`config.mk`:
```
export PLATFORM = sky130hd
export DESIGN_NAME = wwa_ctrl
export DESIGN_NICKNAME = d
export VERILOG_FILES = /design/src/rtl/wwa_pkg.sv /design/src/rtl/wwa_ctrl.sv
export SDC_FILE = /design/constraint.sdc
export NUM_CORES = 1
export LEC_CHECK = 0
export BUFFER_PORTS_ARGS = -buffer_cell sky130_fd_sc_hd__buf_4
export CORE_AREA = 2 2 39 41
export DETAILED_ROUTE_END_ITERATION = 10
export DIE_AREA = 0 0 41 43
export HOLD_SLACK_MARGIN = 0.06
export PLACE_DENSITY = 0.48
export SLEW_MARGIN = 10
export SYNTH_ARGS = -nofsm -noshare
export SYNTH_HDL_FRONTEND = slang
export SYNTH_SLANG_ARGS = --single-unit
```
`constraint.sdc`:
```
create_clock -name clock -period 1.7 [get_ports clock]
set_input_delay 0.17 -clock clock [delete_from_list [all_inputs] [get_ports clock]]
set_output_delay 0.17 -clock clock [all_outputs]
set_load 0.01 [all_outputs]
```
`src/rtl/wwa_pkg.sv`:
```
// Shared types, constants and tables for the wind window average unit.
package wwa_pkg;

   localparam int SPEED_W  = 16;
   localparam int DIR_W    = 9;
   localparam int CORDIC_STEPS = 16;
   localparam int STEP_W   = 4;
   localparam int ZW       = 26;  // degrees Q16 accumulator, signed
   localparam int CW       = 28;  // CORDIC x/y width, signed
   localparam int COMP_W   = 16;  // component sums, signed
   localparam logic signed [ZW-1:0] DEG90_Q16  = ZW'(90 * 65536);
   localparam logic signed [ZW-1:0] DEG45_Q16  = ZW'(45 * 65536);
   localparam logic signed [ZW-1:0] DEG180_Q16 = ZW'(180 * 65536);

   typedef enum logic [3:0] {
      ST_IDLE,
      ST_WRITE,
      ST_SCAN,
      ST_DIV,
      ST_ANGLE_SETUP,
      ST_CORDIC,
      ST_FINISH,
      ST_HOLD
   } wwa_state_type;

   typedef struct packed {
      logic load;       // capture request, update ring index and fill count
      logic scan_start;
      logic scan_step;
      logic div_start;
      logic angle_setup;
      logic cordic_step;
      logic finish;
   } wwa_cmd_type;

   typedef struct packed {
      logic scan_last;
      logic div_done;
      logic cordic_last;
   } wwa_status_type;

   function automatic logic [6:0] sin_tab(input logic [6:0] d);
      logic [6:0] r;
      unique case (d)
         7'd0: r = 7'd0;   7'd1: r = 7'd1;   7'd2: r = 7'd3;   7'd3: r = 7'd5;
         7'd4: r = 7'd6;   7'd5: r = 7'd8;   7'd6: r = 7'd10;  7'd7: r = 7'd12;
         7'd8: r = 7'd13;  7'd9: r = 7'd15;  7'd10: r = 7'd17; 7'd11: r = 7'd19;
         7'd12: r = 7'd20; 7'd13: r = 7'd22; 7'd14: r = 7'd24; 7'd15: r = 7'd25;
         7'd16: r = 7'd27; 7'd17: r = 7'd29; 7'd18: r = 7'd30; 7'd19: r = 7'd32;
         7'd20: r = 7'd34; 7'd21: r = 7'd35; 7'd22: r = 7'd37; 7'd23: r = 7'd39;
         7'd24: r = 7'd40; 7'd25: r = 7'd42; 7'd26: r = 7'd43; 7'd27: r = 7'd45;
         7'd28: r = 7'd46; 7'd29: r = 7'd48; 7'd30: r = 7'd50; 7'd31: r = 7'd51;
         7'd32: r = 7'd52; 7'd33: r = 7'd54; 7'd34: r = 7'd55; 7'd35: r = 7'd57;
         7'd36: r = 7'd58; 7'd37: r = 7'd60; 7'd38: r = 7'd61; 7'd39: r = 7'd62;
         7'd40: r = 7'd64; 7'd41: r = 7'd65; 7'd42: r = 7'd66; 7'd43: r = 7'd68;
         7'd44: r = 7'd69; 7'd45: r = 7'd70; 7'd46: r = 7'd71; 7'd47: r = 7'd73;
         7'd48: r = 7'd74; 7'd49: r = 7'd75; 7'd50: r = 7'd76; 7'd51: r = 7'd77;
         7'd52: r = 7'd78; 7'd53: r = 7'd79; 7'd54: r = 7'd80; 7'd55: r = 7'd81;
         7'd56: r = 7'd82; 7'd57: r = 7'd83; 7'd58: r = 7'd84; 7'd59: r = 7'd85;
         7'd60: r = 7'd86; 7'd61: r = 7'd87; 7'd62: r = 7'd88; 7'd63: r = 7'd89;
         7'd64: r = 7'd89; 7'd65: r = 7'd90; 7'd66: r = 7'd91; 7'd67: r = 7'd92;
         7'd68: r = 7'd92; 7'd69: r = 7'd93; 7'd70: r = 7'd93; 7'd71: r = 7'd94;
         7'd72: r = 7'd95; 7'd73: r = 7'd95; 7'd74: r = 7'd96; 7'd75: r = 7'd96;
         7'd76: r = 7'd97; 7'd77: r = 7'd97; 7'd78: r = 7'd97; 7'd79: r = 7'd98;
         7'd80: r = 7'd98; 7'd81: r = 7'd98; 7'd82: r = 7'd99; 7'd83: r = 7'd99;
         7'd84: r = 7'd99; 7'd85: r = 7'd99; 7'd86: r = 7'd99; 7'd87: r = 7'd99;
         7'd88: r = 7'd99; 7'd89: r = 7'd99;
         default: r = 7'd100;
      endcase
      return r;
   endfunction

   // trunc(100*sin(d)) for d in 0..359
   function automatic logic signed [7:0] sin100(input logic [8:0] d);
      logic signed [7:0] r;
      if (d <= 9'd90)       r = $signed({1'b0, sin_tab(d[6:0])});
      else if (d <= 9'd180) r = $signed({1'b0, sin_tab(7'(9'd180 - d))});
      else if (d <= 9'd270) r = -$signed({1'b0, sin_tab(7'(d - 9'd180))});
      else                  r = -$signed({1'b0, sin_tab(7'(9'd360 - d))});
      return r;
   endfunction

   function automatic logic [8:0] mod360(input logic [9:0] d);
      logic [9:0] r;
      r = d;
      if (r >= 10'd360) r = r - 10'd360;
      if (r >= 10'd360) r = r - 10'd360;
      return r[8:0];
   endfunction

   function automatic logic signed [ZW-1:0] atan_q16(input logic [STEP_W-1:0] i);
      logic signed [ZW-1:0] r;
      unique case (i)
         4'd0: r = ZW'(2949120);  4'd1: r = ZW'(1740967);
         4'd2: r = ZW'(919879);   4'd3: r = ZW'(466945);
         4'd4: r = ZW'(234379);   4'd5: r = ZW'(117304);
         4'd6: r = ZW'(58666);    4'd7: r = ZW'(29335);
         4'd8: r = ZW'(14668);    4'd9: r = ZW'(7334);
         4'd10: r = ZW'(3667);    4'd11: r = ZW'(1833);
         4'd12: r = ZW'(917);     4'd13: r = ZW'(458);
         4'd14: r = ZW'(229);     default: r = ZW'(115);
      endcase
      return r;
   endfunction

endpackage

```
`src/rtl/wwa_ctrl.sv`:
```
// Sequencer for the wind window average unit.
module wwa_ctrl
   import wwa_pkg::*;
(
   input  logic           clock,
   input  logic           reset,
   input  logic           req_valid,
   output logic           req_ready,
   output logic           rsp_valid,
   input  logic           rsp_ready,
   output wwa_cmd_type    cmd,
   input  wwa_status_type status
);

   wwa_state_type state_ff, state_in;

   always_ff @(posedge clock) begin
      if (reset) begin
         state_ff <= ST_IDLE;
      end else begin
         state_ff <= state_in;
      end
   end

   always_comb begin
      state_in = state_ff;
      unique case (state_ff)
         ST_IDLE:        if (req_valid) state_in = ST_WRITE;
         ST_WRITE:       state_in = ST_SCAN;
         ST_SCAN:        if (status.scan_last) state_in = ST_DIV;
         ST_DIV:         if (status.div_done) state_in = ST_ANGLE_SETUP;
         ST_ANGLE_SETUP: state_in = ST_CORDIC;
         ST_CORDIC:      if (status.cordic_last) state_in = ST_FINISH;
         ST_FINISH:      state_in = ST_HOLD;
         ST_HOLD:        if (rsp_ready) state_in = ST_IDLE;
         default:        state_in = ST_IDLE;
      endcase
   end

   always_comb begin
      cmd       = '0;
      req_ready = 1'b0;
      rsp_valid = 1'b0;
      unique case (state_ff)
         ST_IDLE: begin
            req_ready = 1'b1;
            cmd.load  = req_valid;
         end
         ST_WRITE:       cmd.scan_start  = 1'b1;
         ST_SCAN: begin
            cmd.scan_step = 1'b1;
            cmd.div_start = status.scan_last;
         end
         ST_DIV:         ;
         ST_ANGLE_SETUP: cmd.angle_setup = 1'b1;
         ST_CORDIC:      cmd.cordic_step = 1'b1;
         ST_FINISH:      cmd.finish      = 1'b1;
         ST_HOLD:        rsp_valid       = 1'b1;
         default:        ;
      endcase
   end

endmodule

```
==> results.yml, run 1 <==
status:
  status: "complete, no violations"
clock_network:
  postCtsSetupBuffers: 0
  h-tree-depth: 1
  max-clock-path-buffers: 2
  ctsResizeCount: 0
  clkLatencyLatePin_ps: 230
  numCtsBuffers: 3
  clk_pin_slew_ps: 30
  clkSinkCount: 3
  cts_root_buf: "clkbuf_4"
  hold_buffers: 0
  cts_tree: "built"
timing:
  fin_tns_setup_ps: 0
  slew_headroom: 0.7976
  setup_ws_ps: 154.3
  rsz0062_at_grt: "false"
  fin_worst_skew_ps: 0.8242
  slew_viol_final: 0
  hold_viol: 0
  worst_pin_slew_ps: 303.1
  max_clock_freq_mhz: 646.9
  final-setup-viol-count: 0
  min_period_over_period: 0.9092
  period_needed_ps: 1546
synth:
  netlist_area_um2: 302.8
  yosysUniqueCellTypes: 15
  ys_warn_count: 0
  synth_top_flop_cell: "dfxtp_1"
  ys_seq_area_frac: 0.1983
  syn_nets: 47
  async_flop_share: 0
  synth_edf_count: 0
  synth_most_common_cell: "and2_1"
  synth_top_area_frac: 0.1983
  synthTopCellsByArea: "dfxtp_1, ha_1, and2_1"
  synth_top_cells_by_count: "and2_1, inv_1, nand2b_1"
  synth_top_area_cell: "dfxtp_1"
  syn_area_per_cell_um2: 8.411
  syn_inst: 36
  ys_seq_elements: 3
global_route:
  grt_max_degree: 12
  grt_pass1_wl_um: 966
  top_usage_layer: "met2"
  grt_overflow: 0
  antenna_found_initial: 0
  track_usage: 0.08726
  grt_pass1_vias: 271
  grtUsageMet1: 0.08013
  use_met3: 0.06283
  use_met2: 0.1375
die:
  initial_core_util: 0.2188
  die_w_um: 41
  row_count: 14
  die_area_um2: 1763
  core_area_um2: 1384
  io-pin-count: 16
  die_y_um: 43
route:
  viasPerCell: 4.143
  firstDrtPassIters: 3
  wl_um: 637
  avgRoutedWirePerCell_um: 9.100
  drtIter0Drc: 5
  dr_total_vias: 290
  final_antenna_net_count: 0
  drc_errors: 0
setup_path:
  r2r-start: "state_ff[0]$_SDFFE_PP0P_"
  r2r-end: "state_ff[2]$_SDFFE_PP0P_"
  cp_max_fo: 5
  crit_arrival_ps: 1380
  worst_ep_required_time_ps: 1530
  rr_worst_depth: 5
  critPathKind: "flip-flop to output port"
  cp-start-kind: "flip-flop"
  crit_path_end_kind: "output port"
  r2r_setup_slack_ps: 370
hold_path:
  hp-start: "reset"
  whs_endpoint: "state_ff[2]$_SDFFE_PP0P_"
  min_path_cells: 2
  worstHoldPathType: "input pin to flip-flop"
finish:
  area_growth_pct: 50.83
  n_antenna_cell: 0
  seq_area_um2: 60.06
  finalNetCount: 66
  largest_reg_flops: 3
  n_fill_cell: 158
  largest_register: "state_ff"
  top_regs: "state_ff x3"
  drive_gt1_frac: 0.3704
  multi_input_area_um2: 219.0
placement:
  dp_slack_ps: 360.7
  routabilityCongestion: 0.6785
  post-dp-hpwl_um: 545.1
  numPortBuffers: 15
power:
  p_leak_nw: 0.2231
  power_per_cell_area_nw_per_um2: 1248
  peakVddDrop_v: 0.0005722
flow_run:
  max_cap_violations: 0
-- placed cells by master, fill, tap and decap left out --
cell type  count
a22oi_2        1
inv_1          5
dfxtp_1        3
clkbuf_4       3
and2_1         6
nor3_1         1
a21oi_1        1
nor2b_1        3
ha_1           4
buf_4         15
o21bai_1       1
a311oi_1       1
a32oi_2        1
a31oi_1        1
mux2i_1        2
nand2b_1       5
clkbuf_1       1
-- final cells by class --
type	count	area share
inverters	5	0.04110
clock buffers	4	0.05753
well taps	16	0.04384
multi-input cells	27	0.4795
repair buffers	15	0.2466
flip-flops and latches	3	0.1315
-- metal layers --
| metal | vias up | share of wire |
|---|---|---|
| met2 | 13 | 0.49 |
| met3 | 0 | 0.094 |
| met5 | - | 0 |
| li1 | 154 | - |
| met1 | 123 | 0.42 |
| met4 | 0 | 0 |
-- logic make-up (layout without fill, tap and decap cells) --
| logic type | count (synthesis) | after routing | synth area share |
|---|---|---|---|
| AOI/OAI and AO/OA | 6 | 6 | 0.1860 |
| adders and majority gates | 4 | 4 | 0.1653 |
| buffers and inverters | 6 | 24 | 0.07850 |
| DFF | 3 | 3 | 0.1984 |
| muxes | 2 | 2 | 0.06612 |
| and+or+nand+nor | 15 | 15 | 0.3058 |
-- report_power, final --
part / switching (mW) / total [mW] / internal [mW]
sequential: 0.0234 / 0.116 / 0.0925
combinational: 0.160 / 0.332 / 0.173
clock: 0.0341 / 0.122 / 0.0878
total: 0.217 / 0.570 / 0.353
-- metrics by stage --
stage / std cells / hold slack [ps] / cell area (um^2) / power (mW) / util
after floorplan: 36 / 242.1 / 302.8 / 0.3346 / -
after global placement: 66 / 372.6 / 430.4 / 0.4563 / 0.3110
after detailed placement: 66 / 369.4 / 430.4 / 0.4578 / 0.3110
after CTS: 70 / 121.5 / 456.7 / 0.5885 / 0.3300
after global routing: 70 / 129.0 / 456.7 / 0.6343 / 0.3300
final: 70 / 127.8 / 456.7 / 0.5700 / 0.3300
-- worst max-delay path: stages, from the launching register on --
cell     delay [ps]
dfxtp_1         370
inv_1            80
ha_1            250
nor2b_1         150
and2_1          160
buf_4           130
-- how the worst max path moves through the flow --
| stage | slack (ps) | start | end |
|---|---|---|---|
| final | 150 | state_ff[0]$_SDFFE_PP0P_ | cmd[3] |
| after global routing | 60 | state_ff[0]$_SDFFE_PP0P_ | cmd[3] |
| after CTS | 130 | state_ff[0]$_SDFFE_PP0P_ | cmd[3] |
| after detailed placement | 360 | state_ff[0]$_SDFFE_PP0P_ | state_ff[2]$_SDFFE_PP0P_ |
| after global placement | 380 | state_ff[0]$_SDFFE_PP0P_ | state_ff[2]$_SDFFE_PP0P_ |
| after floorplan | 470 | state_ff[0]$_SDFFE_PP0P_ | state_ff[2]$_SDFFE_PP0P_ |
Note: power is estimated with default switching activity, not from simulation.
==> run 2: changes to the inputs <==
- ABC_AREA: not set -> 1
- PLACE_DENSITY: 0.48 -> 0.53
==> run 2 against run 1 <==
Non-clock buffer count is 1 higher. Count of clock-buffer cells in the layout stayed put. Power is 56% higher. Critical endpoint unchanged. Highest routed layer unchanged.
==> results.yml, run 2 <==
setup_path:
  r2r-start: "state_ff[0]$_SDFFE_PP0P_"
  critPathKind: "flip-flop to output port"
  r2r-end: "state_ff[2]$_SDFFE_PP0P_"
  rr_worst_depth: 8
  cp-endpoint: "cmd[3]"
  crit_arrival_ps: 1210
  cp-start-kind: "flip-flop"
  r2r_setup_slack_ps: 410
  startpoint: "state_ff[0]$_SDFFE_PP0P_"
  worst_ep_required_time_ps: 1530
  cp_max_fo: 4
  crit_path_end_kind: "output port"
timing:
  fin_tns_setup_ps: 0
  min_period_over_period: 0.8113
  slew_headroom: 0.8858
  max_clock_freq_mhz: 725.1
  fin_worst_skew_ps: 2.092
  hold_viol: 0
  worst_pin_slew_ps: 170.3
  period_needed_ps: 1379
  rsz0062_at_grt: "false"
  slew_viol_final: 0
  final-setup-viol-count: 0
die:
  initial_core_util: 0.2604
  io-pin-count: 16
  row_count: 14
  die_area_um2: 1763
  die_w_um: 41
  core_area_um2: 1384
  die_y_um: 43
synth:
  synth_top_flop_cell: "dfxtp_1"
  synth_top_area_frac: 0.1875
  async_flop_share: 0
  ys_seq_elements: 3
  netlist_area_um2: 360.3
  yosysUniqueCellTypes: 12
  ys_warn_count: 0
  synth_most_common_cell: "inv_1"
  synthTopCellsByArea: "inv_1, dfxtp_1, ha_1"
  synth_top_cells_by_count: "inv_1, nand2_1, nor2_1"
  synth_top_area_cell: "inv_1"
  synth_edf_count: 0
  syn_inst: 62
  ys_seq_area_frac: 0.1667
  syn_area_per_cell_um2: 5.812
  syn_nets: 73
global_route:
  grt_max_degree: 8
  track_usage: 0.09839
  antenna_found_initial: 0
  grt_pass1_wl_um: 1186
  grt_pass1_vias: 325
  grt_overflow: 0
route:
  dr_total_vias: 388
  final_antenna_net_count: 0
  viasPerCell: 4.000
  drc_errors: 0
  avgRoutedWirePerCell_um: 7.557
  drtIter0Drc: 2
  wl_um: 733
  firstDrtPassIters: 3
clock_network:
  cts_root_buf: "clkbuf_4"
  clkSinkCount: 3
  numCtsBuffers: 3
  postCtsSetupBuffers: 0
  ctsResizeCount: 0
  h-tree-depth: 1
  clkLatencyLatePin_ps: 230
  max-clock-path-buffers: 2
  clk_pin_slew_ps: 40
  hold_buffers: 0
  cts_tree: "built"
finish:
  fin_cells: 97
  area_growth_pct: 43.06
  final_cell_mix: "inv_1, buf_4, nand2_1"
  top_regs: "state_ff x3"
  n_antenna_cell: 0
  largest_register: "state_ff"
  final_common_cell: "inv_1"
  final_area_um2: 515.5
  largest_reg_flops: 3
  drive_gt1_frac: 0.2963
  finalNetCount: 93
placement:
  numPortBuffers: 15
  dp_cells: 93
  routabilityCongestion: 0.7093
  post-dp-hpwl_um: 645.3
  placed_area_um2: 489.2
status:
  status: "complete, no violations"
power:
  p_leak_nw: 0.3422
  finalPower_mw: 0.8903
  power_per_cell_area_nw_per_um2: 1727
  peakVddDrop_v: 0.0008409
hold_path:
  worstHoldPathType: "input pin to flip-flop"
flow_run:
  max_cap_violations: 0
run 2: power breakdown:
group	total, mW	internal [mW]	switching, mW
sequential	0.147	0.109	0.0386
combinational	0.622	0.273	0.349
clock	0.121	0.0877	0.0333
run 2: layout make-up:
class	instances	area, um^2
Clock buffer	4	26.28
Fill cell	155	868.3
Timing Repair Buffer	16	120.1
Tap cell	16	20.02
Sequential cell	3	60.06
Inverter	18	67.56
Multi-Input combinational cell	40	221.5
run 2: metal layers:
layer  GRT usage  routed length [um]
met1      0.1286                 340
met2      0.1438                 360
met3     0.01571                  32
met4     0.06000                   0
met5           0                   0
run 2: worst min path at each step:
stage / depth (start not counted) / slack [ps] / to / start
floorplan: 3 / 340 / state_ff[1]$_SDFFE_PP0P_ / reset
global placement: 4 / 440 / state_ff[2]$_SDFFE_PP0P_ / reset
detailed placement: 4 / 440 / state_ff[1]$_SDFFE_PP0P_ / reset
CTS: 4 / 190 / state_ff[1]$_SDFFE_PP0P_ / reset
global route: 4 / 230 / state_ff[1]$_SDFFE_PP0P_ / reset
finish: 4 / 200 / state_ff[1]$_SDFFE_PP0P_ / reset
run 2: critical path, stage by stage, from the launching register on:
cell     delay [ps]
dfxtp_1         380
inv_1            80
ha_1            250
nand2_1         100
nor2_1           40
buf_4           130
run 2: per-stage QoR:
step	hold slack, ps	setup WS [ps]	utilization
floorplan	337.4	564.7	-
global placement	438.2	437.8	0.3535
detailed placement	437.5	409.5	0.3535
CTS	191.3	295.5	0.3725
global route	225.8	212.7	0.3725
finish	197.2	320.8	0.3725
run 2: kinds of logic (layout without fill, tap and decap cells):
group           count (synthesis)  count (layout)  share of synthesized area
compound gates                  1               1                    0.01388
fa+ha+maj                       4               4                     0.1389
buf+inv                        19              38                     0.2187
flops                           3               3                     0.1667
simple gates                   35              35                     0.4618
